### config.mk
export PLATFORM = sky130hd
export DESIGN_NAME = i2c_eeprom_transaction_sequencer
export DESIGN_NICKNAME = d
export VERILOG_FILES = /design/src/hdl/ieeseq_pkg.sv /design/src/hdl/ieeseq_front.sv /design/src/hdl/ieeseq_queue.sv /design/src/hdl/ieeseq_back.sv /design/src/hdl/i2c_eeprom_transaction_sequencer.sv
export SDC_FILE = /design/constraint.sdc
export NUM_CORES = 1
export LEC_CHECK = 0
export ABC_AREA = 1
export BUFFER_PORTS_ARGS = -buffer_cell sky130_fd_sc_hd__buf_2
export CAP_MARGIN = 20
export CORE_UTILIZATION = 65
export DETAILED_ROUTE_END_ITERATION = 16
export PLACE_DENSITY = 0.82
export SLEW_MARGIN = 20
export SYNTH_ARGS = -nofsm -noshare
export SYNTH_HDL_FRONTEND = slang
export SYNTH_SLANG_ARGS = --single-unit
### constraint.sdc
create_clock -name i_clk -period 7.85 [get_ports i_clk]
set_clock_uncertainty 0.15 [all_clocks]
set_input_delay 2.355 -clock i_clk [delete_from_list [all_inputs] [get_ports i_clk]]
set_output_delay 2.355 -clock i_clk [all_outputs]
set_load 0.02 [all_outputs]
### src/hdl/ieeseq_pkg.sv
// types and constants shared by the eeprom transaction sequencer
// no dependencies; imported by every module of the block
`default_nettype none

package ieeseq_pkg;

    // request and response command codes
    localparam logic [2:0] CMD_READ_REQ  = 3'd0;
    localparam logic [2:0] CMD_WRITE_REQ = 3'd1;
    localparam logic [2:0] CMD_ACK_RESP  = 3'd2;
    localparam logic [2:0] CMD_RX_BYTE   = 3'd3;
    localparam logic [2:0] CMD_WR_DATA   = 3'd4;

    // configuration register indexes
    localparam logic [1:0] CFG_CONTROL_BYTE = 2'd0;
    localparam logic [1:0] CFG_ADDR_BYTES   = 2'd1;
    localparam logic [1:0] CFG_PAGE_LOG2    = 2'd2;
    localparam logic [1:0] CFG_POLL_LIMIT   = 2'd3;

    localparam logic [7:0]  RST_CONTROL_BYTE = 8'hA0;
    localparam logic [1:0]  RST_ADDR_BYTES   = 2'd2;
    localparam logic [3:0]  RST_PAGE_LOG2    = 4'd7;
    localparam logic [15:0] RST_POLL_LIMIT   = 16'd1000;

    localparam logic [1:0] ST_OK      = 2'd0;
    localparam logic [1:0] ST_NO_ACK  = 2'd1;
    localparam logic [1:0] ST_TIMEOUT = 2'd2;

    localparam int unsigned GROUP_MAX = 4;

    typedef enum logic [2:0] {
        OP_START = 3'd0,
        OP_STOP  = 3'd1,
        OP_SEND  = 3'd2,
        OP_READ  = 3'd3,
        OP_ACK   = 3'd4,
        OP_NACK  = 3'd5,
        OP_DATA  = 3'd6,
        OP_DONE  = 3'd7
    } t_bus_op;

    typedef struct packed {
        logic [2:0]  cmd;
        logic [15:0] mem_addr;
        logic [15:0] length;
        logic [7:0]  data;
        logic        ack;
    } t_in_item;

    typedef struct packed {
        t_bus_op     bus_op;
        logic [7:0]  bus_byte;
        logic [1:0]  status;
        logic        last;
    } t_out_item;

    // one result without its last flag
    typedef struct packed {
        t_bus_op     op;
        logic [7:0]  val;
        logic [1:0]  status;
    } t_res;

    // all results caused by one input item
    typedef struct packed {
        logic [1:0]               cnt_m1;
        t_res [GROUP_MAX-1:0]     res;
    } t_group;

    function automatic t_res mk_res(t_bus_op op, logic [7:0] val, logic [1:0] status);
        t_res r;
        r.op     = op;
        r.val    = val;
        r.status = status;
        return r;
    endfunction

endpackage

`default_nettype wire

### src/hdl/ieeseq_front.sv
// front part: configuration registers, transfer state machine and result grouping
// depends on ieeseq_pkg; feeds ieeseq_queue
`default_nettype none

module ieeseq_front (
    input  wire logic                 i_clk,
    input  wire logic                 i_rst_n,
    input  wire logic                 i_cfg_wr_en,
    input  wire logic [1:0]           i_cfg_index,
    input  wire logic [15:0]          i_cfg_data,
    input  wire logic                 i_in_valid,
    output logic                      o_in_ready,
    input  ieeseq_pkg::t_in_item      i_in_item,
    input  wire logic                 i_q_full,
    output logic                      o_push,
    output ieeseq_pkg::t_group        o_group
);
    import ieeseq_pkg::*;

    typedef enum logic [2:0] {
        PH_IDLE, PH_CTRL_ACK, PH_AHI_ACK, PH_ALO_ACK,
        PH_RCTRL_ACK, PH_RBYTE, PH_WBYTE, PH_WACK
    } t_phase;

    t_phase      r_phase, n_phase;
    logic        r_writing, n_writing;
    logic [15:0] r_cur_addr, n_cur_addr;
    logic [15:0] r_bytes_done, n_bytes_done;
    logic [15:0] r_total, n_total;
    logic [15:0] r_poll_cnt, n_poll_cnt;

    logic [7:0]  r_ctrl;
    logic [1:0]  r_addr_bytes;
    logic [3:0]  r_page_log2;
    logic [15:0] r_poll_limit;

    logic        accept;
    logic [2:0]  cnt;
    t_res [GROUP_MAX-1:0] res;
    logic [7:0]  ctrl_w, ctrl_r;
    logic [15:0] bd_inc, addr_inc, page_mask;
    logic [1:0]  cnt_m1;

    assign o_in_ready = !i_q_full;
    assign accept     = i_in_valid && !i_q_full;
    assign ctrl_w     = {r_ctrl[7:1], 1'b0};
    assign ctrl_r     = {r_ctrl[7:1], 1'b1};
    assign bd_inc     = r_bytes_done + 16'd1;
    assign addr_inc   = r_cur_addr + 16'd1;
    assign page_mask  = ~(16'hFFFF << r_page_log2);
    assign cnt_m1     = 2'(cnt - 3'd1);

    always_comb begin
        n_phase      = r_phase;
        n_writing    = r_writing;
        n_cur_addr   = r_cur_addr;
        n_bytes_done = r_bytes_done;
        n_total      = r_total;
        n_poll_cnt   = r_poll_cnt;
        cnt          = 3'd0;
        for (int k = 0; k < GROUP_MAX; k++) begin
            res[k] = mk_res(OP_START, 8'd0, ST_OK);
        end
        if (accept) begin
            case (r_phase)
                PH_IDLE: begin
                    if (i_in_item.cmd == CMD_READ_REQ || i_in_item.cmd == CMD_WRITE_REQ) begin
                        n_writing    = (i_in_item.cmd == CMD_WRITE_REQ);
                        n_cur_addr   = i_in_item.mem_addr;
                        n_total      = i_in_item.length;
                        n_bytes_done = 16'd0;
                        n_poll_cnt   = 16'd0;
                        if (i_in_item.cmd == CMD_READ_REQ) begin
                            res[0]  = mk_res(OP_START, 8'd0, ST_OK);
                            res[1]  = mk_res(OP_SEND, ctrl_w, ST_OK);
                            cnt     = 3'd2;
                            n_phase = PH_CTRL_ACK;
                        end else if (i_in_item.length == 16'd0) begin
                            res[0]  = mk_res(OP_STOP, 8'd0, ST_OK);
                            res[1]  = mk_res(OP_DONE, 8'd0, ST_OK);
                            cnt     = 3'd2;
                        end else begin
                            res[0]     = mk_res(OP_STOP, 8'd0, ST_OK);
                            res[1]     = mk_res(OP_START, 8'd0, ST_OK);
                            res[2]     = mk_res(OP_SEND, ctrl_w, ST_OK);
                            cnt        = 3'd3;
                            n_poll_cnt = 16'd1;
                            n_phase    = PH_CTRL_ACK;
                        end
                    end
                end
                PH_CTRL_ACK: begin
                    if (i_in_item.cmd == CMD_ACK_RESP) begin
                        cnt = 3'd2;
                        if (i_in_item.ack) begin
                            cnt = 3'd1;
                            if (r_addr_bytes == 2'd1) begin
                                res[0]  = mk_res(OP_SEND, r_cur_addr[7:0], ST_OK);
                                n_phase = PH_ALO_ACK;
                            end else begin
                                res[0]  = mk_res(OP_SEND, r_cur_addr[15:8], ST_OK);
                                n_phase = PH_AHI_ACK;
                            end
                        end else if (!r_writing) begin
                            res[0]  = mk_res(OP_STOP, 8'd0, ST_OK);
                            res[1]  = mk_res(OP_DONE, 8'd0, ST_NO_ACK);
                            n_phase = PH_IDLE;
                        end else if (r_poll_cnt >= r_poll_limit) begin
                            res[0]  = mk_res(OP_STOP, 8'd0, ST_OK);
                            res[1]  = mk_res(OP_DONE, 8'd0, ST_TIMEOUT);
                            n_phase = PH_IDLE;
                        end else begin
                            // another polling attempt
                            res[0]     = mk_res(OP_START, 8'd0, ST_OK);
                            res[1]     = mk_res(OP_SEND, ctrl_w, ST_OK);
                            n_poll_cnt = r_poll_cnt + 16'd1;
                        end
                    end
                end
                PH_AHI_ACK: begin
                    if (i_in_item.cmd == CMD_ACK_RESP) begin
                        if (i_in_item.ack) begin
                            res[0]  = mk_res(OP_SEND, r_cur_addr[7:0], ST_OK);
                            cnt     = 3'd1;
                            n_phase = PH_ALO_ACK;
                        end else begin
                            res[0]  = mk_res(OP_STOP, 8'd0, ST_OK);
                            res[1]  = mk_res(OP_DONE, 8'd0, ST_NO_ACK);
                            cnt     = 3'd2;
                            n_phase = PH_IDLE;
                        end
                    end
                end
                PH_ALO_ACK: begin
                    if (i_in_item.cmd == CMD_ACK_RESP) begin
                        if (!i_in_item.ack) begin
                            res[0]  = mk_res(OP_STOP, 8'd0, ST_OK);
                            res[1]  = mk_res(OP_DONE, 8'd0, ST_NO_ACK);
                            cnt     = 3'd2;
                            n_phase = PH_IDLE;
                        end else if (r_writing) begin
                            n_phase = PH_WBYTE;
                        end else begin
                            // repeated start for the read form
                            res[0]  = mk_res(OP_START, 8'd0, ST_OK);
                            res[1]  = mk_res(OP_SEND, ctrl_r, ST_OK);
                            cnt     = 3'd2;
                            n_phase = PH_RCTRL_ACK;
                        end
                    end
                end
                PH_RCTRL_ACK: begin
                    if (i_in_item.cmd == CMD_ACK_RESP) begin
                        if (!i_in_item.ack || r_total == 16'd0) begin
                            res[0]  = mk_res(OP_STOP, 8'd0, ST_OK);
                            res[1]  = mk_res(OP_DONE, 8'd0,
                                             i_in_item.ack ? ST_OK : ST_NO_ACK);
                            cnt     = 3'd2;
                            n_phase = PH_IDLE;
                        end else begin
                            res[0]  = mk_res(OP_READ, 8'd0, ST_OK);
                            cnt     = 3'd1;
                            n_phase = PH_RBYTE;
                        end
                    end
                end
                PH_RBYTE: begin
                    if (i_in_item.cmd == CMD_RX_BYTE) begin
                        res[0]       = mk_res(OP_DATA, i_in_item.data, ST_OK);
                        n_bytes_done = bd_inc;
                        if (bd_inc >= r_total) begin
                            res[1]  = mk_res(OP_NACK, 8'd0, ST_OK);
                            res[2]  = mk_res(OP_STOP, 8'd0, ST_OK);
                            res[3]  = mk_res(OP_DONE, 8'd0, ST_OK);
                            cnt     = 3'd4;
                            n_phase = PH_IDLE;
                        end else begin
                            res[1] = mk_res(OP_ACK, 8'd0, ST_OK);
                            res[2] = mk_res(OP_READ, 8'd0, ST_OK);
                            cnt    = 3'd3;
                        end
                    end
                end
                PH_WBYTE: begin
                    if (i_in_item.cmd == CMD_WR_DATA) begin
                        res[0]  = mk_res(OP_SEND, i_in_item.data, ST_OK);
                        cnt     = 3'd1;
                        n_phase = PH_WACK;
                    end
                end
                PH_WACK: begin
                    if (i_in_item.cmd == CMD_ACK_RESP) begin
                        if (!i_in_item.ack) begin
                            res[0]  = mk_res(OP_STOP, 8'd0, ST_OK);
                            res[1]  = mk_res(OP_DONE, 8'd0, ST_NO_ACK);
                            cnt     = 3'd2;
                            n_phase = PH_IDLE;
                        end else begin
                            n_bytes_done = bd_inc;
                            n_cur_addr   = addr_inc;
                            if (bd_inc >= r_total) begin
                                res[0]  = mk_res(OP_STOP, 8'd0, ST_OK);
                                res[1]  = mk_res(OP_DONE, 8'd0, ST_OK);
                                cnt     = 3'd2;
                                n_phase = PH_IDLE;
                            end else if ((addr_inc & page_mask) == 16'd0) begin
                                // page boundary: new segment with fresh polling
                                res[0]     = mk_res(OP_STOP, 8'd0, ST_OK);
                                res[1]     = mk_res(OP_START, 8'd0, ST_OK);
                                res[2]     = mk_res(OP_SEND, ctrl_w, ST_OK);
                                cnt        = 3'd3;
                                n_poll_cnt = 16'd1;
                                n_phase    = PH_CTRL_ACK;
                            end else begin
                                n_phase = PH_WBYTE;
                            end
                        end
                    end
                end
                default: begin
                    n_phase = PH_IDLE;
                end
            endcase
        end
    end

    assign o_push       = accept && (cnt != 3'd0);
    assign o_group.res  = res;
    assign o_group.cnt_m1 = cnt_m1;

    always_ff @(posedge i_clk) begin
        if (!i_rst_n) begin
            r_phase      <= PH_IDLE;
            r_writing    <= 1'b0;
            r_cur_addr   <= 16'd0;
            r_bytes_done <= 16'd0;
            r_total      <= 16'd0;
            r_poll_cnt   <= 16'd0;
            r_ctrl       <= RST_CONTROL_BYTE;
            r_addr_bytes <= RST_ADDR_BYTES;
            r_page_log2  <= RST_PAGE_LOG2;
            r_poll_limit <= RST_POLL_LIMIT;
        end else begin
            r_phase      <= n_phase;
            r_writing    <= n_writing;
            r_cur_addr   <= n_cur_addr;
            r_bytes_done <= n_bytes_done;
            r_total      <= n_total;
            r_poll_cnt   <= n_poll_cnt;
            if (i_cfg_wr_en) begin
                case (i_cfg_index)
                    CFG_CONTROL_BYTE: r_ctrl       <= i_cfg_data[7:0];
                    CFG_ADDR_BYTES:   r_addr_bytes <= i_cfg_data[1:0];
                    CFG_PAGE_LOG2:    r_page_log2  <= i_cfg_data[3:0];
                    CFG_POLL_LIMIT:   r_poll_limit <= i_cfg_data;
                    default:          r_ctrl       <= r_ctrl;
                endcase
            end
        end
    end

endmodule

`default_nettype wire

### src/hdl/ieeseq_queue.sv
// short queue of result groups between the front and back parts
// depends on ieeseq_pkg
`default_nettype none

module ieeseq_queue #(
    parameter int unsigned DEPTH = 4
) (
    input  wire logic          i_clk,
    input  wire logic          i_rst_n,
    input  wire logic          i_push,
    input  ieeseq_pkg::t_group i_group,
    output logic               o_full,
    input  wire logic          i_pop,
    output logic               o_head_valid,
    output ieeseq_pkg::t_group o_head
);
    import ieeseq_pkg::*;

    localparam int unsigned PTR_W = (DEPTH > 1) ? $clog2(DEPTH) : 1;
    localparam int unsigned CNT_W = $clog2(DEPTH + 1);

    t_group             r_mem [DEPTH];
    logic [PTR_W-1:0]   r_wr_ptr, r_rd_ptr;
    logic [CNT_W-1:0]   r_count;
    logic               do_push, do_pop;

    assign o_full       = (r_count == CNT_W'(DEPTH));
    assign o_head_valid = (r_count != '0);
    assign o_head       = r_mem[r_rd_ptr];
    assign do_push      = i_push && !o_full;
    assign do_pop       = i_pop && o_head_valid;

    always_ff @(posedge i_clk) begin
        if (do_push) begin
            r_mem[r_wr_ptr] <= i_group;
        end
    end

    always_ff @(posedge i_clk) begin
        if (!i_rst_n) begin
            r_wr_ptr <= '0;
            r_rd_ptr <= '0;
            r_count  <= '0;
        end else begin
            if (do_push) begin
                r_wr_ptr <= (r_wr_ptr == PTR_W'(DEPTH - 1)) ? '0 : r_wr_ptr + PTR_W'(1);
            end
            if (do_pop) begin
                r_rd_ptr <= (r_rd_ptr == PTR_W'(DEPTH - 1)) ? '0 : r_rd_ptr + PTR_W'(1);
            end
            case ({do_push, do_pop})
                2'b10:   r_count <= r_count + CNT_W'(1);
                2'b01:   r_count <= r_count - CNT_W'(1);
                default: r_count <= r_count;
            endcase
        end
    end

endmodule

`default_nettype wire

### src/hdl/ieeseq_back.sv
// back part: unpacks each result group into single output beats
// depends on ieeseq_pkg; fed by ieeseq_queue
`default_nettype none

module ieeseq_back (
    input  wire logic            i_clk,
    input  wire logic            i_rst_n,
    input  wire logic            i_head_valid,
    input  ieeseq_pkg::t_group   i_head,
    output logic                 o_pop,
    output logic                 o_out_valid,
    input  wire logic            i_out_ready,
    output ieeseq_pkg::t_out_item o_out_item
);
    import ieeseq_pkg::*;

    logic        r_busy;
    t_group      r_grp;
    logic [1:0]  r_idx;
    logic        take, group_end;
    t_res        cur;

    assign cur         = r_grp.res[r_idx];
    assign take        = r_busy && i_out_ready;
    assign group_end   = (r_idx == r_grp.cnt_m1);
    assign o_pop       = i_head_valid && (!r_busy || (take && group_end));
    assign o_out_valid = r_busy;

    assign o_out_item.bus_op   = cur.op;
    assign o_out_item.bus_byte = cur.val;
    assign o_out_item.status   = cur.status;
    assign o_out_item.last     = group_end;

    always_ff @(posedge i_clk) begin
        if (!i_rst_n) begin
            r_busy <= 1'b0;
            r_idx  <= 2'd0;
        end else begin
            if (o_pop) begin
                r_busy <= 1'b1;
                r_idx  <= 2'd0;
                r_grp  <= i_head;
            end else if (take) begin
                // group end with nothing queued leaves the back part empty
                if (group_end) begin
                    r_busy <= 1'b0;
                end else begin
                    r_idx <= r_idx + 2'd1;
                end
            end
        end
    end

endmodule

`default_nettype wire

### src/hdl/i2c_eeprom_transaction_sequencer.sv
// top level of the serial eeprom transaction sequencer
// depends on ieeseq_pkg, ieeseq_front, ieeseq_queue and ieeseq_back
`default_nettype none

// Master-side sequencer for 24xx serial EEPROM transfers. Each input beat
// (request, ack response, received byte or write data byte) is taken by the
// front state machine, which turns it into a group of zero to four bus
// primitives and result beats; groups wait in a queue of QUEUE_DEPTH entries.
// Input is accepted every cycle while the queue has a free entry. The back
// part sends one result beat per cycle while the output is ready, so the
// sustained rate is set by how many results the items cause. Configuration
// writes take effect at once and should only be made while no transfer is
// in flight.
module i2c_eeprom_transaction_sequencer #(
    parameter int unsigned QUEUE_DEPTH = 4
) (
    input  wire logic             i_clk,
    input  wire logic             i_rst_n,
    input  wire logic             i_cfg_wr_en,
    input  wire logic [1:0]       i_cfg_index,
    input  wire logic [15:0]      i_cfg_data,
    input  wire logic             i_in_valid,
    output logic                  o_in_ready,
    input  ieeseq_pkg::t_in_item  i_in_item,
    output logic                  o_out_valid,
    input  wire logic             i_out_ready,
    output ieeseq_pkg::t_out_item o_out_item
);
    import ieeseq_pkg::*;

    logic   q_push, q_full, q_pop, q_head_valid;
    t_group q_in, q_head;

    ieeseq_front u_front (
        .i_clk       (i_clk),
        .i_rst_n     (i_rst_n),
        .i_cfg_wr_en (i_cfg_wr_en),
        .i_cfg_index (i_cfg_index),
        .i_cfg_data  (i_cfg_data),
        .i_in_valid  (i_in_valid),
        .o_in_ready  (o_in_ready),
        .i_in_item   (i_in_item),
        .i_q_full    (q_full),
        .o_push      (q_push),
        .o_group     (q_in)
    );

    ieeseq_queue #(
        .DEPTH (QUEUE_DEPTH)
    ) u_queue (
        .i_clk        (i_clk),
        .i_rst_n      (i_rst_n),
        .i_push       (q_push),
        .i_group      (q_in),
        .o_full       (q_full),
        .i_pop        (q_pop),
        .o_head_valid (q_head_valid),
        .o_head       (q_head)
    );

    ieeseq_back u_back (
        .i_clk        (i_clk),
        .i_rst_n      (i_rst_n),
        .i_head_valid (q_head_valid),
        .i_head       (q_head),
        .o_pop        (q_pop),
        .o_out_valid  (o_out_valid),
        .i_out_ready  (i_out_ready),
        .o_out_item   (o_out_item)
    );

endmodule

`default_nettype wire

==> parameters.txt, run 1 <==
Parameter                              Value

Setup path
  Kind of cell adding the most delay to the critical path ... simple AND/OR/NAND/NOR gates
  Classification of the worst setup path ... in -> reg
  Crit path max fanout ... 9
  Arr. time, crit path ... 5650 ps
  Critical Path Most Common Cell ... o21ai_0
  Nature of the critical path endpoint ... register
  CP cell instances ... buf_2 > or2_2 > nor4_1 > nand2_1 > o21ai_0 > inv_1 > nand2_1 > nand4_1 > nand2_1 > ha_1 > o21ai_0 > inv_2 > ha_1 > inv_1 > fa_1 > a21oi_1 > o21ai_0 > o21ai_0 > a21oi_1
  Required time of the worst setup path ... 8130 ps
  Critical path buffer and inverter count ... 4
  Worst stage delay on the critical path ... 440 ps
  Slowest stage cell on the critical path ... fa_1
  Category of the worst setup path launch point ... input port

Final layout
  Utilization after layout ... 0.743
  Total Nets Final ... 1749
  Most used cells in the layout excluding fill and tap cells ... nor2_1, nand2_1, edfxtp_1, inv_1, o21ai_0
  Commonest non-fill, non-tap cell in the layout ... nor2_1
  Non-filler instance count after layout ... 1939
  Fraction of final layout cells with drive strength greater than 1 ... 0.119
  Count of fill cells added during filler insertion ... 1527
  Final design area excluding fillers ... 15700 um2
  Layout overhead on the synthesized area ... 11.5%

Timing
  Fin crit share ... 0.685
  Timing-limited maximum frequency ... 186 MHz
  Number of setup violations in the final report ... 0
  Max-Slew Margin vs Limit ... 0.231
  Number of max-slew violations in the final report ... 0
  Tmin final ... 5370 ps
  Hold Fails Final Rpt ... 0
  Setup slack of the critical path after layout ... 2480 ps
  Setup repair after global routing missed its margin ... no
  Transition time of the tightest slew-check pin ... 1150 ps
  Fin Hold WS ... 320 ps
  Setup TNS ... 0 ps

Placement
  Buffers on Ports ... 82
  Routability-driven placement congestion ratio ... 0.940
  HPWL after DPL ... 23000 um
  Total placed cells including tap cells ... 1878
  Pre-CTS worst setup slack ... 2040 ps
  Area after DPL ... 14600 um2

Synth
  Syn Nets ... 1691
  Proportion of netlist area held by the largest area contributor ... 0.383
  Post-Synth Simple-Gate Area ... 0.204
  Distinct cell type count of the synthesized netlist ... 56
  Mux share of post-synthesis cell area ... 0
  Yosys top cell by area ... edfxtp_1
  Top FF cell, synth ... edfxtp_1
  Register area share after synthesis ... 0.535
  Area fraction in compound gates after synthesis ... 0.141
  Combinational family with the most area after synthesis ... simple AND/OR/NAND/NOR gates
  FFs w/ async S/R, synth ... 0
  Average instance area after synthesis ... 8.92 um2
  Synthesized instance count ... 1581
  Post-Synth XOR/XNOR Area ... 0.0174
  Post-synthesis cell area ... 14100 um2
  Top cells by area in the synthesized netlist ... edfxtp_1, dfxtp_1, nor2_1, nand2_1, o21ai_0
  Total of flip-flops plus latches after synthesis ... 287
  Synth warnings ... 0
  Number of enable flip-flop cells after synthesis ... 180
  Adder-Cell Fraction of Synth Area ... 0.0387

Clock network
  Root cell of the clock tree ... clkbuf_16
  Later-pin clock latency in the skew report ... 550 ps
  Number of clock sinks ... 287
  Clock Path Buffers ... 3
  H-tree depth ... 1
  TritonCTS clock tree ... built
  Post-CTS setup buffer count ... 0
  Post-cts repair resize count ... 0
  Num CTS Buffers ... 30
  Post-CTS clock slew at the launch and capture registers of the worst setup and hold paths ... 60 ps
  Hold buffers post-CTS ... 0

Power and ir drop
  Overall power of the completed layout ... 4.04 mW
  Power density relative to cell area ... 257 nW/um2
  Worst voltage drop across the vdd grid ... 0.179 mV
  Static leakage power ... 6.17 nW

GRT
  Total overflow reported by the global router ... 0
  Maximum number of pins on one net before global-route repair ... 76
  Overall track demand over capacity in global routing ... 0.314
  First-pass GRT wire length ... 54400 um
  Antenna violations before repair ... 0
  Via count of the first global-routing pass ... 10705

Floorplanning
  Starting utilization of the core area ... 0.667
  Core outline area ... 21200 um2
  Die boundary width ... 149 um
  Area of the die ... 22300 um2
  Die outline height ... 149 um
  Number of I/O pins ... 83
  Std-Cell Rows ... 53

Status
  Status ... finished, final reports clean

Drt
  DR WL/cell ... 17.9 um
  Overall via count from detail_route ... 11536
  Vias per std cell ... 5.95
  Total Wirelength ... 34700 um
  Initial DRC count ... 1017
  DR pass1 iterations ... 7
  Number of nets with antenna violations after detailed routing ... 0
  Count of unresolved DRC violations after routing ... 0

Job
  Max Cap Viol ... 0

Min path
  Class of the tightest hold or removal check ... reg -> reg
-- flip-flops by register name (all words and copies together), names as in the netlist, 3 cells and up --
register	count
u_queue.r_mem	144
u_front.r_ctrl	7
u_queue.r_count	3
u_front.r_poll_limit	16
u_front.r_bytes_done	16
u_front.r_total	16
u_front.r_poll_cnt	16
u_back.r_grp	36
u_front.r_page_log2	4
u_front.r_cur_addr	16
u_front.r_phase	3
-- report_power, final --
| group | switching (mW) | leakage [nW] | internal [mW] |
|---|---|---|---|
| logic | 0.590 | 3.05 | 0.235 |
| clock network | 0.580 | 0.474 | 0.800 |
| registers | 0.0644 | 2.64 | 1.77 |
-- area by class of cell --
type	instances	area [um2]	share of cell area
flip-flops and latches	287	7550	0.480
well taps	275	344	0.0219
inverters	164	622	0.0396
multi-input cells	1065	5680	0.362
clock buffers	38	812	0.0517
repair buffers	91	543	0.0346
clock inverters	18	160	0.0102
diodes	1	2.50	0.000159
-- path summary, 6_finish.rpt --
path | start | end | slack [ps] | cells after the start
hold / removal | u_front.r_poll_limit[1]$_SDFFE_PN0P_ | u_front.r_poll_limit[1]$_SDFFE_PN0P_ | 320 | 2
hold reg to reg | u_front.r_poll_limit[1]$_SDFFE_PN0P_ | u_front.r_poll_limit[1]$_SDFFE_PN0P_ | 320 | 2
setup reg to reg | u_front.r_bytes_done[0]$_SDFFE_PN0P_ | u_queue.r_count[2]$_SDFFE_PN0P_ | 2580 | 28
setup / recovery | i_in_item[15] | u_queue.r_count[2]$_SDFFE_PN0P_ | 2480 | 19
-- routing by layer --
metal / up-vias / share of wire / GRT usage
met5: - / 0 / 0
met1: 5378 / 0.40 / 0.406
met3: 58 / 0.080 / 0.0456
li1: 5573 / - / -
met4: 0 / 0.023 / 0.0893
met2: 527 / 0.49 / 0.549
-- logic make-up after synthesis --
| group | Yosys count |
|---|---|
| compound gates | 350 |
| buf+inv | 229 |
| simple gates | 644 |
| fa+ha+maj | 43 |
| flops | 287 |
| xor+xnor | 28 |
-- worst reg2reg max path, delay by kind of cell, from the launching register on --
family	cells	cell delay, ps
flops	1	360
buf+inv	3	390
compound gates	5	580
simple gates	14	2210
fa+ha+maj	5	1290
xor+xnor	1	150
-- cell usage after synthesis, types with 2 or more instances --
master / count
nor2_1: 234
nand2_1: 227
edfxtp_1: 180
inv_1: 148
o21ai_0: 142
dfxtp_1: 107
a21oi_1: 101
nand3_1: 69
clkbuf_1: 50
o22ai_1: 43
ha_1: 42
nand4_1: 39
nor3_1: 22
xor2_1: 22
a22oi_1: 15
nor2_2: 15
inv_2: 12
o31ai_1: 9
nor4_1: 8
a31oi_1: 7
buf_2: 7
a221oi_1: 6
nor2_4: 6
xnor2_1: 6
o211ai_1: 5
o21a_1: 5
a211oi_1: 4
buf_4: 3
buf_6: 3
nand2_2: 3
nand3_2: 3
nand3b_1: 3
a21o_1: 2
buf_1: 2
clkinv_1: 2
inv_4: 2
nand2_4: 2
nor3b_1: 2
o2111ai_1: 2
o21ai_2: 2
o311ai_0: 2
or2_0: 2
or2_2: 2
No activity file was read; power rests on OpenSTA's default activity.
==> inputs of run 2 (changes only) <==
CORE_UTILIZATION = 61   (was 65)
PLACE_DENSITY = 0.78   (was 0.82)
clock period = 5.61 ns   (was 7.85 ns; I/O delays follow)
==> run 2 against run 1 <==
Against the previous run: largest power group unchanged; highest routed layer is now met5; clock-buffer cell count grew 7; global-route usage is 3.4 points lower; die area grew 6.5%; utilization is 5.1 points lower; via count decreased by 2.1%; non-clock buffer count rose by 3; critical endpoint unchanged; combinational power up 38%; worst setup slack worse by 1900 ps; critical path depth grew 9.
==> parameters.txt, run 2 (synthesized netlist as in run 1, its figures left out) <==
Parameter                              Value

Final layout
  Utilization after layout ... 0.692
  Largest registers ... u_queue.r_mem x144, u_back.r_grp x36
  Most used cells in the layout excluding fill and tap cells ... nor2_1, nand2_1, edfxtp_1, inv_1, o21ai_0
  Fraction of final layout cells with drive strength greater than 1 ... 0.117
  Commonest non-fill, non-tap cell in the layout ... nor2_1
  Layout overhead on the synthesized area ... 11.1%
  Final design area excluding fillers ... 15700 um2
  Total Nets Final ... 1751
  Register bank with the most flops ... u_queue.r_mem
  Max FFs per register ... 144
  Non-filler instance count after layout ... 1950
  Count of fill cells added during filler insertion ... 1774

Timing
  Max-Slew Margin vs Limit ... 0.332
  Setup repair after global routing missed its margin ... no
  Tmin final ... 5020 ps
  Hold Fails Final Rpt ... 0
  Number of max-slew violations in the final report ... 0
  Fin Hold WS ... 313 ps
  Setup slack of the critical path after layout ... 594 ps
  Fin crit share ... 0.894
  Timing-limited maximum frequency ... 199 MHz
  Setup TNS ... 0 ps
  Number of setup violations in the final report ... 0
  Transition time of the tightest slew-check pin ... 1000 ps

Clock network
  Number of clock sinks ... 287
  TritonCTS clock tree ... built
  Clock Path Buffers ... 3
  Post-CTS clock slew at the launch and capture registers of the worst setup and hold paths ... 60 ps
  Later-pin clock latency in the skew report ... 550 ps
  Num CTS Buffers ... 29
  Root cell of the clock tree ... clkbuf_16
  Post-CTS setup buffer count ... 0
  Hold buffers post-CTS ... 0
  Post-cts repair resize count ... 0
  H-tree depth ... 1

Setup path
  Nature of the critical path endpoint ... register
  R2R Path Start ... u_front.r_bytes_done[1]$_SDFFE_PN0P_
  Flop-to-flop setup slack ... 590 ps
  Critical Path Most Common Cell ... ha_1
  Arr. time, crit path ... 5290 ps
  End point of the critical path ... u_queue.r_count[2]$_SDFFE_PN0P_
  Worst R2R End ... u_queue.r_count[2]$_SDFFE_PN0P_
  Crit path max fanout ... 9
  Required time of the worst setup path ... 5890 ps
  Category of the worst setup path launch point ... register
  Classification of the worst setup path ... reg -> reg
  Slowest stage cell on the critical path ... fa_1
  Worst stage delay on the critical path ... 440 ps
  Depth of the worst register-to-register path ... 28
  Critical path launch point ... u_front.r_bytes_done[1]$_SDFFE_PN0P_

Power and ir drop
  Static leakage power ... 6.15 nW
  Overall power of the completed layout ... 5.56 mW
  Power density relative to cell area ... 355 nW/um2
  Worst voltage drop across the vdd grid ... 0.208 mV

Placement
  HPWL after DPL ... 22800 um
  Routability-driven placement congestion ratio ... 0.950
  Pre-CTS worst setup slack ... 415 ps
  Total placed cells including tap cells ... 1894
  Area after DPL ... 14700 um2
  Buffers on Ports ... 82

Drt
  DR pass1 iterations ... 5
  Number of nets with antenna violations after detailed routing ... 0
  DR WL/cell ... 16.9 um
  Vias per std cell ... 5.79
  Overall via count from detail_route ... 11290
  Count of unresolved DRC violations after routing ... 0
  Total Wirelength ... 33000 um
  Initial DRC count ... 964

Floorplanning
  Die outline height ... 154 um
  Core outline area ... 22600 um2
  Die boundary width ... 154 um
  Number of I/O pins ... 83
  Starting utilization of the core area ... 0.623
  Area of the die ... 23700 um2
  Std-Cell Rows ... 55

GRT
  Via count of the first global-routing pass ... 10560
  Total overflow reported by the global router ... 0
  Maximum number of pins on one net before global-route repair ... 76
  Antenna violations before repair ... 3
  Overall track demand over capacity in global routing ... 0.281
  First-pass GRT wire length ... 52800 um

Min path
  Class of the tightest hold or removal check ... reg -> reg

Status
  Status ... finished, final reports clean

Job
  Max Cap Viol ... 0
run 2: cell type report:
| cell class | count | area, um2 | share of cell area |
|---|---|---|---|
| Multi-Input combinational cell | 1065 | 5680 | 0.363 |
| Tap cell | 285 | 357 | 0.0228 |
| Clock inverter | 8 | 91.3 | 0.00583 |
| Sequential cell | 287 | 7550 | 0.482 |
| Timing Repair Buffer | 94 | 533 | 0.0340 |
| Inverter | 164 | 622 | 0.0397 |
| Antenna cell | 2 | 5.00 | 0.000319 |
| Clock buffer | 45 | 826 | 0.0527 |
run 2: metal layers:
metal,track usage,part of all wire
met1,0.374,0.43
met3,0.0372,0.065
met5,0,0.00039
met2,0.474,0.47
met4,0.0924,0.029
run 2: worst max-delay path, delay by kind of cell (launching register included):
family          cells  cell delay (ps)
flops               1              370
buf+inv             3              370
compound gates      5              580
fa+ha+maj           5             1280
simple gates       14             2010
xor+xnor            1              140
run 2: worst min-delay path by stage:
stage               slack [ps]                             startpoint  depth (start not counted)                               endpoint
CTS                        320  u_front.r_poll_limit[13]$_SDFFE_PN0P_                          2  u_front.r_poll_limit[13]$_SDFFE_PN0P_
floorplan                  280   u_front.r_addr_bytes[1]$_SDFFE_PN1P_                          2   u_front.r_addr_bytes[1]$_SDFFE_PN1P_
finish                     310   u_front.r_poll_limit[2]$_SDFFE_PN0P_                          2   u_front.r_poll_limit[2]$_SDFFE_PN0P_
global route               330  u_front.r_poll_limit[13]$_SDFFE_PN0P_                          2  u_front.r_poll_limit[13]$_SDFFE_PN0P_
global placement           290   u_front.r_addr_bytes[1]$_SDFFE_PN1P_                          2   u_front.r_addr_bytes[1]$_SDFFE_PN1P_
detailed placement         300   u_front.r_addr_bytes[1]$_SDFFE_PN1P_                          2   u_front.r_addr_bytes[1]$_SDFFE_PN1P_
run 2: where the power goes:
part,internal [mW],total [mW],switching [mW],leakage (nW)
clock network,1.10,1.86,0.763,0.448
logic,0.337,1.14,0.803,3.06
registers,2.47,2.56,0.0846,2.64
total,3.91,5.56,1.65,6.15
==> inputs of run 3 (changes only) <==
CORE_UTILIZATION = 63   (was 61)
CTS_BUF_LIST = sky130_fd_sc_hd__clkbuf_4   (was unset)
GPL_TIMING_DRIVEN = 0   (was unset)
PLACE_DENSITY = 0.8   (was 0.78)
==> run 3 against run 2 <==
Against the previous run: register-to-register slack got worse by 120 ps; final cell count increased by 7.4%; highest routed layer unchanged; cell area increased by 2.9%; clock power decreased by 2%; via count increased by 8.8%; utilization increased by 4.5 points; clock-buffer cell count increased by 61; combinational power increased by 9.6%; flip-flop and latch count unchanged; sequential share of layout area decreased by 1.4 points; critical path type unchanged; sequential power about the same; hold slack got worse by 5.5 ps.
==> parameters.txt, run 3 (synthesized netlist as in run 1, its figures left out) <==
Parameter                              Value

GRT
  First-pass GRT wire length ... 56900 um
  Maximum number of pins on one net before global-route repair ... 24
  Overall track demand over capacity in global routing ... 0.325
  Via count of the first global-routing pass ... 11371
  Total overflow reported by the global router ... 0
  Antenna violations before repair ... 3

Final layout
  Non-filler instance count after layout ... 2094
  Most used cells in the layout excluding fill and tap cells ... nor2_1, nand2_1, edfxtp_1, inv_1, o21ai_0
  Fraction of final layout cells with drive strength greater than 1 ... 0.158
  Layout overhead on the synthesized area ... 14.3%
  Total Nets Final ... 1865
  Utilization after layout ... 0.737
  Commonest non-fill, non-tap cell in the layout ... nor2_1
  Final design area excluding fillers ... 16100 um2
  Register bank with the most flops ... u_queue.r_mem
  Largest registers ... u_queue.r_mem x144, u_back.r_grp x36
  Max FFs per register ... 144

Placement
  Buffers on Ports ... 80
  Area after DPL ... 15000 um2
  Routability-driven placement congestion ratio ... 0.966
  Total placed cells including tap cells ... 1946
  HPWL after DPL ... 26500 um

Drt
  Number of nets with antenna violations after detailed routing ... 0
  Initial DRC count ... 1021
  Vias per std cell ... 5.86
  Count of unresolved DRC violations after routing ... 0
  DR WL/cell ... 17.8 um
  Overall via count from detail_route ... 12278
  Total Wirelength ... 37300 um
  DR pass1 iterations ... 6

Clock network
  Root cell of the clock tree ... clkbuf_4
  Number of clock sinks ... 287
  Clock Path Buffers ... 3
  Later-pin clock latency in the skew report ... 680 ps
  Num CTS Buffers ... 72
  TritonCTS clock tree ... built
  H-tree depth ... 3
  Hold buffers post-CTS ... 0
  Post-CTS clock slew at the launch and capture registers of the worst setup and hold paths ... 70 ps

Floorplanning
  Starting utilization of the core area ... 0.644
  Die boundary width ... 152 um
  Core outline area ... 21900 um2
  Area of the die ... 23000 um2
  Std-Cell Rows ... 54
  Die outline height ... 152 um
  Number of I/O pins ... 83

Timing
  Tmin final ... 5140 ps
  Timing-limited maximum frequency ... 195 MHz
  Hold Fails Final Rpt ... 0
  Fin crit share ... 0.916
  Max-Slew Margin vs Limit ... 0.479
  Setup TNS ... 0 ps
  Number of setup violations in the final report ... 0
  Number of max-slew violations in the final report ... 0
  Transition time of the tightest slew-check pin ... 782 ps

Power and ir drop
  Static leakage power ... 6.44 nW
  Overall power of the completed layout ... 5.64 mW
  Worst voltage drop across the vdd grid ... 0.163 mV
  Power density relative to cell area ... 350 nW/um2

Setup path
  Critical Path Most Common Cell ... ha_1
  Classification of the worst setup path ... reg -> reg
  Category of the worst setup path launch point ... register
  Slowest stage cell on the critical path ... fa_1
  Required time of the worst setup path ... 6010 ps
  Worst stage delay on the critical path ... 450 ps
  Critical path launch point ... u_front.r_bytes_done[0]$_SDFFE_PN0P_
  Arr. time, crit path ... 5540 ps
  Crit path max fanout ... 5
  Nature of the critical path endpoint ... register
  R2R Path Start ... u_front.r_bytes_done[0]$_SDFFE_PN0P_

Job
  Max Cap Viol ... 0

Min path
  Worst hold start ... u_front.r_addr_bytes[1]$_SDFFE_PN1P_
  Class of the tightest hold or removal check ... reg -> reg

Status
  Status ... finished, final reports clean
-- run 3: cell count changes in the layout (fill, tap and decap cells not counted), sizes merged --
| cell | change |
|---|---|
| clkinv | +14 |
| inv | +1 |
| clkinvlp | +2 |
| buf | +20 |
| clkbuf | +111 |
| nor2 | +1 |
-- run 3: what timing repair did --
| item | CTS | global route |
|---|---|---|
| resized for setup | 0 | 2 |
| endpoints found under the hold margin | 0 | 0 |
| setup endpoints to repair | 0 | 119 |
| buffers inserted | 0 | 14 |
-- run 3: metal layers --
layer  GRT usage  up-vias  share of wire
li1            -     5854              -
met1       0.403     5735           0.40
met2       0.548      574           0.48
met3      0.0605      113          0.078
met4       0.159        2          0.040
met5           0        -        0.00035
-- run 3: area by class of cell --
class,instances,area (um2)
Inverter,164,621
Buffer,65,287
Clock buffer,106,796
Timing Repair Buffer,99,666
Tap cell,280,350
Fill cell,1677,5770
Sequential cell,287,7550
Multi-Input combinational cell,1066,5700
Clock inverter,25,155
Antenna cell,2,5.00
-- run 3: critical path, delay by kind of cell, from the launching register on --
kind,cells,cell delay [ps]
AO/OA/AOI/OAI,5,610
XOR/XNOR,1,150
adder cells (fa/ha/maj),5,1300
buffers and inverters,4,510
flip-flops,1,370
AND/OR/NAND/NOR,14,1920
-- run 3: metrics by stage --
stage | hold slack, ps | setup WS [ps]
after global placement | 291 | -1440
final | 307 | 471
after global routing | 338 | -5.01
after floorplan | 280 | 366
after CTS | 310 | 234
after detailed placement | 296 | 136
-- run 3: final timing paths --
path         slack, ps  cells past startpoint                                   end
max                470                     29       u_queue.r_count[2]$_SDFFE_PN0P_
max reg2reg        470                     29       u_queue.r_count[2]$_SDFFE_PN0P_
min                310                      2  u_front.r_addr_bytes[1]$_SDFFE_PN1P_
min reg2reg        310                      2  u_front.r_addr_bytes[1]$_SDFFE_PN1P_
-- run 3: power breakdown --
| group | internal [mW] | switching [mW] | total [mW] |
|---|---|---|---|
| Sequential | 2.47 | 0.0911 | 2.56 |
| Clock | 0.963 | 0.861 | 1.82 |
| Combinational | 0.379 | 0.875 | 1.25 |
